$ cat src/rtds_pkg.sv
// Shared types, constants and a helper function for the radix to digit string unit.
package rtds_pkg;

  localparam int VALUE_WIDTH       = 31;
  localparam int RADIX_WIDTH       = 6;
  localparam int CHAR_WIDTH        = 8;
  localparam int DIGIT_WIDTH       = 6;
  localparam int RADIX_MIN         = 2;
  localparam int DIGIT_LETTER_BASE = 10;
  localparam int DIGIT_MAX         = 35;

  // Bits of quotient developed per division cycle.
  localparam int STEP_BITS  = 8;
  localparam int STEPS      = (VALUE_WIDTH + STEP_BITS - 1) / STEP_BITS;
  localparam int DIV_W      = STEPS * STEP_BITS;
  localparam int STEP_CNT_W = (STEPS > 1) ? $clog2(STEPS) : 1;

  typedef struct packed {
    logic [VALUE_WIDTH-1:0] value;
    logic [RADIX_WIDTH-1:0] radix;
  } req_item_t;

  typedef struct packed {
    logic [CHAR_WIDTH-1:0] digit_char;
    logic                  last;
    logic                  no_digits;
    logic                  bad_radix;
  } rsp_item_t;

  typedef enum logic [2:0] {
    ST_IDLE,
    ST_FLAG,
    ST_DIV,
    ST_READ,
    ST_LOAD
  } state_t;

  typedef struct packed {
    logic start;
    logic div_step;
    logic pop;
    logic load_digit;
    logic load_flag;
  } cmd_t;

  typedef struct packed {
    logic special;
    logic digit_end;
    logic cnt_zero;
    logic out_free;
  } status_t;

  function automatic logic [CHAR_WIDTH-1:0] digit_to_ascii(input logic [DIGIT_WIDTH-1:0] d);
    logic [CHAR_WIDTH-1:0] dx;
    dx = CHAR_WIDTH'(d);
    if (dx < CHAR_WIDTH'(DIGIT_LETTER_BASE)) begin
      digit_to_ascii = 8'h30 + dx;
    end else begin
      digit_to_ascii = 8'h41 + (dx - CHAR_WIDTH'(DIGIT_LETTER_BASE));
    end
  endfunction

endpackage

$ cat src/radix_to_digit_string_unit.sv
// A value is accepted, then each of its digits takes STEPS division steps
// (STEPS = 4 at 31 bits, 8 quotient bits per cycle); the digits are then popped and loaded.
// One item at a time: no new request is taken until the conversion ends, since
// the iterative divider and the single read port of the digit stack are shared.
// A bad radix or a zero value gives one flagged transfer.
// Reset: synchronous, active high; clears the state machine and counters.
module radix_to_digit_string_unit
  import rtds_pkg::*;
#(
  parameter int MAX_DIGITS = 31
) (
  input  logic      clk,
  input  logic      rst,
  input  logic      req_valid,
  output logic      req_stall,
  input  req_item_t req,
  output logic      rsp_valid,
  input  logic      rsp_stall,
  output rsp_item_t rsp
);

  cmd_t    cmd;
  status_t status;

  // Controller: accept, divide until the quotient runs out, then pop digits.
  rtds_ctrl u_ctrl (
    .clk       (clk),
    .rst       (rst),
    .req_valid (req_valid),
    .status    (status),
    .req_stall (req_stall),
    .cmd       (cmd)
  );

  // Datapath: divider pushes remainders; pops come back most significant first.
  rtds_dpath #(
    .MAX_DIGITS (MAX_DIGITS)
  ) u_dpath (
    .clk       (clk),
    .rst       (rst),
    .req       (req),
    .cmd       (cmd),
    .rsp_stall (rsp_stall),
    .status    (status),
    .rsp_valid (rsp_valid),
    .rsp       (rsp)
  );

`ifndef SYNTHESIS
  // One item in flight: a request transfer closes the request side next cycle.
  a_busy_after_accept: assert property (@(posedge clk) disable iff (rst)
    (req_valid && !req_stall) |=> req_stall)
    else $error("request accepted while a conversion was under way");

  // A flagged result stands alone and ends its conversion.
  a_flag_is_last: assert property (@(posedge clk) disable iff (rst)
    (rsp_valid && (rsp.no_digits || rsp.bad_radix)) |-> (rsp.last &&
      !(rsp.no_digits && rsp.bad_radix)))
    else $error("flagged result not marked last or doubly flagged");

  // A digit transfer carries a legal digit character.
  a_digit_char: assert property (@(posedge clk) disable iff (rst)
    (rsp_valid && !rsp.no_digits && !rsp.bad_radix) |->
      ((rsp.digit_char >= 8'h30 && rsp.digit_char <= 8'h39) ||
       (rsp.digit_char >= 8'h41 && rsp.digit_char <= 8'h5A)))
    else $error("digit character out of range");
`endif

endmodule

$ cat src/rtds_ctrl.sv
// Controller state machine: sequences division, stack pops and result loads.
module rtds_ctrl
  import rtds_pkg::*;
(
  input  logic    clk,
  input  logic    rst,
  input  logic    req_valid,
  input  status_t status,
  output logic    req_stall,
  output cmd_t    cmd
);

  state_t state;
  state_t state_next;

  always_ff @(posedge clk) begin
    if (rst) begin
      state <= ST_IDLE;
    end else begin
      state <= state_next;
    end
  end

  always_comb begin
    state_next = state;
    unique case (state)
      ST_IDLE: begin
        if (req_valid) begin
          state_next = status.special ? ST_FLAG : ST_DIV;
        end
      end
      ST_FLAG: begin
        if (status.out_free) begin
          state_next = ST_IDLE;
        end
      end
      ST_DIV: begin
        if (status.digit_end) begin
          state_next = ST_READ;
        end
      end
      ST_READ: begin
        state_next = ST_LOAD;
      end
      ST_LOAD: begin
        if (status.out_free) begin
          state_next = status.cnt_zero ? ST_IDLE : ST_READ;
        end
      end
      default: begin
        state_next = ST_IDLE;
      end
    endcase
  end

  always_comb begin
    req_stall      = (state != ST_IDLE);
    cmd.start      = (state == ST_IDLE) && req_valid;
    cmd.div_step   = (state == ST_DIV);
    cmd.pop        = (state == ST_READ);
    cmd.load_digit = (state == ST_LOAD) && status.out_free;
    cmd.load_flag  = (state == ST_FLAG) && status.out_free;
  end

endmodule

$ cat src/rtds_dpath.sv
// Datapath: iterative divider, digit stack memory and output register.
module rtds_dpath
  import rtds_pkg::*;
#(
  parameter int MAX_DIGITS = 31
) (
  input  logic      clk,
  input  logic      rst,
  input  req_item_t req,
  input  cmd_t      cmd,
  input  logic      rsp_stall,
  output status_t   status,
  output logic      rsp_valid,
  output rsp_item_t rsp
);

  localparam int IDX_W = $clog2(MAX_DIGITS);
  localparam int CNT_W = $clog2(MAX_DIGITS + 1);

  logic [DIV_W-1:0]       dq;
  logic [RADIX_WIDTH-1:0] radix_r;
  logic [DIGIT_WIDTH-1:0] rem;
  logic [STEP_CNT_W-1:0]  step;
  logic [CNT_W-1:0]       count;
  logic [CNT_W-1:0]       count_dec;
  logic                   flag_bad;
  logic                   flag_zero;
  logic [DIGIT_WIDTH-1:0] rdata;
  logic [DIGIT_WIDTH-1:0] stack [MAX_DIGITS];

  logic [DIGIT_WIDTH:0]   div_r;
  logic [DIV_W-1:0]       div_d;
  logic                   last_step;
  logic                   bad_in;
  logic                   zero_in;

  assign bad_in    = (req.radix < RADIX_WIDTH'(RADIX_MIN)) ||
                     (req.radix > RADIX_WIDTH'(DIGIT_MAX + 1));
  assign zero_in   = (req.value == '0);
  assign last_step = (step == STEP_CNT_W'(STEPS - 1));
  assign count_dec = count - 1'b1;

  // Restoring division, STEP_BITS quotient bits per cycle, MSB first.
  always_comb begin
    div_r = {1'b0, rem};
    div_d = dq;
    for (int i = 0; i < STEP_BITS; i++) begin
      div_r = {div_r[DIGIT_WIDTH-1:0], div_d[DIV_W-1]};
      div_d = {div_d[DIV_W-2:0], 1'b0};
      if (div_r >= {1'b0, radix_r}) begin
        div_r    = div_r - {1'b0, radix_r};
        div_d[0] = 1'b1;
      end
    end
  end

  always_comb begin
    status.special   = bad_in || zero_in;
    status.digit_end = last_step &&
                       ((div_d == '0) || (count == CNT_W'(MAX_DIGITS - 1)));
    status.cnt_zero  = (count == '0);
    status.out_free  = !rsp_valid || !rsp_stall;
  end

  always_ff @(posedge clk) begin
    if (rst) begin
      step  <= '0;
      count <= '0;
    end else if (cmd.start) begin
      step  <= '0;
      count <= '0;
    end else if (cmd.div_step) begin
      if (last_step) begin
        step  <= '0;
        count <= count + 1'b1;
      end else begin
        step <= step + 1'b1;
      end
    end else if (cmd.pop) begin
      count <= count_dec;
    end
  end

  always_ff @(posedge clk) begin
    if (cmd.start) begin
      dq        <= DIV_W'(req.value);
      radix_r   <= req.radix;
      rem       <= '0;
      flag_bad  <= bad_in;
      flag_zero <= !bad_in && zero_in;
    end else if (cmd.div_step) begin
      dq  <= div_d;
      rem <= last_step ? '0 : div_r[DIGIT_WIDTH-1:0];
    end
  end

  // Digit stack: one write port, one registered read port.
  always_ff @(posedge clk) begin
    if (cmd.div_step && last_step) begin
      stack[count[IDX_W-1:0]] <= div_r[DIGIT_WIDTH-1:0];
    end
    if (cmd.pop) begin
      rdata <= stack[count_dec[IDX_W-1:0]];
    end
  end

  always_ff @(posedge clk) begin
    if (rst) begin
      rsp_valid <= 1'b0;
    end else if (cmd.load_digit || cmd.load_flag) begin
      rsp_valid <= 1'b1;
    end else if (!rsp_stall) begin
      rsp_valid <= 1'b0;
    end
  end

  always_ff @(posedge clk) begin
    if (cmd.load_digit) begin
      rsp.digit_char <= digit_to_ascii(rdata);
      rsp.last       <= status.cnt_zero;
      rsp.no_digits  <= 1'b0;
      rsp.bad_radix  <= 1'b0;
    end else if (cmd.load_flag) begin
      rsp.digit_char <= '0;
      rsp.last       <= 1'b1;
      rsp.no_digits  <= flag_zero;
      rsp.bad_radix  <= flag_bad;
    end
  end

endmodule
$ cat config.mk
export PLATFORM = sky130hd
export DESIGN_NAME = radix_to_digit_string_unit
export DESIGN_NICKNAME = d
export VERILOG_FILES = /design/src/rtds_pkg.sv /design/src/radix_to_digit_string_unit.sv /design/src/rtds_ctrl.sv /design/src/rtds_dpath.sv
export SDC_FILE = /design/constraint.sdc
export NUM_CORES = 1
export LEC_CHECK = 0
export ABC_CLOCK_PERIOD_IN_PS = 19150
export CAP_MARGIN = 20
export CORE_MARGIN = 1.5
export CORE_UTILIZATION = 25
export CTS_BUF_LIST = sky130_fd_sc_hd__clkbuf_16
export CTS_CLUSTER_SIZE = 24
export DETAILED_ROUTE_END_ITERATION = 12
export DONT_BUFFER_PORTS = 1
export GPL_TIMING_DRIVEN = 0
export PLACE_DENSITY_LB_ADDON = 0.05
export SLEW_MARGIN = 10
export SYNTH_ARGS = -nofsm -noshare
export SYNTH_HDL_FRONTEND = slang
export SYNTH_SLANG_ARGS = --single-unit
$ cat constraint.sdc
create_clock -name clk -period 19.15 [get_ports clk]
set_input_delay 0 -clock clk [delete_from_list [all_inputs] [get_ports clk]]
set_output_delay 0 -clock clk [all_outputs]
set_load 0.005 [all_outputs]
==> summary.txt <==
Starting density of the core -> 25.4%
Hold_sp -> req[2]
Site Rows -> 85
Met2 WL -> 19100 µm
Ys flop type -> edfxtp_1
Max-capacitance violation count -> 0
Port bufs -> 0
Post-synthesis async set-or-reset flop share -> 0%
N_diodes -> 0
First DRT Iteration DRCs -> 577
Clock tree buffer depth -> 3
Crit path top cell by count -> ha_1
Worst EP arrival -> 18.50 ns
Routed length per instance -> 21.6 µm
Part of the cycle the worst path needs -> 94.1%
Grt ovf -> 0
Fillers -> 5512
Slew margin rel. -> 34.4%
R2R cell count -> 72
Pin count of the biggest net entering global routing -> 33
CP startpoint kind -> flip-flop
1st-pass router iterations -> 5
Worst Path Max Fanout -> 32
CTS tree -> yes
Hold Crit Depth -> 3
Slew Limit Fails -> 0
Mapped Area -> 0.0137 mm²
H-tree depth -> 1
Final-report setup violation count -> 0
Crit Reg-Reg Startpoint -> u_dpath.radix_r[1]
Worst flop-to-flop path endpoint -> u_dpath.rem[4]
CP max stage delay -> 0.57 ns
Synth-to-Final Area Change -> 18.9%
Global-route wire length before repair -> 60000 µm
Setup_tns -> 0 ns
Crit path kind -> reg2reg
Most common cell after layout, fill and taps aside -> edfxtp_1
Worst EP required -> 19.62 ns
Drt drc -> 0
Vias post-DR -> 8730
Slowest stage cell, crit path -> or4_1
Nets@finish -> 1257
Worst Tran Pin Value -> 0.985 ns
RSZ-0062 raised after global routing -> no
Routed length on met1 -> 19200 µm
Syn Nets -> 1157
Final hold vios -> 0
F_max -> 55.5 MHz
Antenna viol nets, final -> 0
Skew-Pair Late Insertion Delay -> 0.58 ns
YS warnings -> 0
Status -> finished, final reports clean
Highest Signal Layer -> met4
TritonCTS Buffers -> 31
Root buf cell -> clkbuf_16
Minimum clock period -> 18.03 ns
Hold Crit Class -> in2reg
Number of global-route vias before repair -> 9160
Synth Area per Inst -> 13.1 µm²
Clock Sinks -> 260
Flop2flop setup slack -> 1.12 ns
Worst Hold Endpoint -> u_dpath.flag_bad
Vias per cell -> 4.67
Core Area -> 0.0540 mm²
Cell count after synthesis -> 1050
Initial antenna violation count -> 0
Width of the die -> 237 µm
#FFs+latches synth -> 260
Netlist cell types -> 83
Die area -> 0.0564 mm²
Sequential area share after synthesis -> 55.4%
Clk slew on worst S/H paths -> 0.06 ns
Tot GR Track Use -> 14.3%
Met3 WL -> 1200 µm
WL final -> 40400 µm
Commonest cells after routing, fill and taps aside -> edfxtp_1 (240), nand2_1 (116), nor2_1 (104)
Fraction of layout cells with a size suffix above 1 -> 15.4%
Die H -> 237 µm
Critical path launch point -> u_dpath.radix_r[1]
Fin Clk Skew -> 0.0138 ns
CP Capture Type -> flip-flop
Number of flops mapped to enable cells by yosys -> 240
# IOs -> 54
Gpl congestion -> 0.728
Hpwl dp -> 29000 µm
-- sequential cells by signal, summed over array words and instances, names as in the netlist --
signal             cells
u_dpath.flag_zero      1
u_dpath.rsp           11
u_dpath.dq            32
u_dpath.radix_r        6
u_dpath.rem            6
u_ctrl.state           3
u_dpath.flag_bad       1
u_dpath.step           2
u_dpath.rsp_valid      1
u_dpath.rdata          6
u_dpath.count          5
u_dpath.stack        186
-- synth_stat cells (8+ instances only) --
library cell	number	area share (%)
a21o_1	22	1.2
xnor2_1	28	1.8
nand2b_1	13	0.59
nand2_1	116	3.2
o21a_1	8	0.44
mux2i_1	15	1.1
nor2_1	106	2.9
a21oi_1	44	1.6
nand4_1	8	0.36
mux4_2	54	8.9
dfxtp_1	20	2.9
edfxtp_1	240	52
fa_1	8	1.2
o21ai_0	23	0.84
nor2b_1	9	0.41
nor3_1	15	0.55
a22o_1	11	0.70
clkbuf_1	21	0.57
a211oi_1	8	0.44
nand3_1	16	0.58
nor4_1	16	0.73
inv_1	49	1.3
ha_1	58	5.3
xor2_1	15	0.96
mux2_2	19	1.6
-- worst max-delay path by stage --
stage	endpoint	slack, ns	cells after the start
2_1_floorplan	u_dpath.stack[0][0]	2.62	70
3_3_place_gp	u_dpath.stack[11][1]	-3.40	70
3_5_place_dp	u_dpath.stack[10][4]	-1.66	70
4_1_cts	u_dpath.rem[4]	0.1	71
5_1_grt	u_dpath.rem[4]	0.02	74
6_report	u_dpath.rem[4]	1.12	72
-- worst max-delay path, delay by kind of cell, from the launching register on --
| kind | cells | cell delay (ns) |
|---|---|---|
| flops | 1 | 0.56 |
| simple gates | 14 | 2.93 |
| buf+inv | 9 | 1.10 |
| mux | 8 | 2.99 |
| compound gates | 33 | 7.99 |
| fa+ha+maj | 8 | 2.32 |
-- stage by stage --
stage	worst slack [ns]	cell area, µm²	instances	hold WS [ns]	utilization, %
after detailed placement	-1.66	14700	1750	0.0741	27.2
after floorplan	2.62	13700	1050	0.0691	-
after CTS	0.0999	16200	1858	0.0275	30.0
final	1.12	16300	1870	0.0812	30.2
after global routing	0.0184	16300	1870	0.0770	30.2
after global placement	-3.40	14600	1746	0.0727	27.0
-- kinds of logic (layout without fill, tap and decap cells) --
kind of cell	count (synthesis)	after routing	share of synthesized area (%)
and+or+nand+nor	332	332	11.2
muxes	94	94	12.2
adders and majority gates	66	66	6.45
DFF	260	260	55.4
buffers and inverters	81	205	2.30
AOI/OAI and AO/OA	174	174	9.79
xor gates and xnor gates	43	43	2.74
-- metal layers --
layer,vias up,global-route usage (%)
met5,-,0
met2,105,23.7
met3,41,1.89
met4,0,3.44
li1,4219,-
met1,4365,19.8
-- layout make-up --
class                   instances  area [µm²]  area share [%]
repair buffers                 67         674            4.13
well taps                     696         871            5.33
inverters                      51         199            1.22
clock buffers                  31         776            4.75
multi-input cells             709        5880            36.0
clock inverters                26         208            1.27
flip-flops and latches        260        7610            46.6
plain buffers                  30         124           0.758
-- timing repair --
action,in CTS,in global routing
buffers inserted,8,10
endpoints found under the setup margin,195,195
hold buffers,43,0
pin swaps,0,3
endpoints found under the hold margin,70,0
resized for setup,9,2
Power is left out: the tool's default activity adds up to more than one toggle a clock period on the data nets, which glitch-free logic cannot reach.
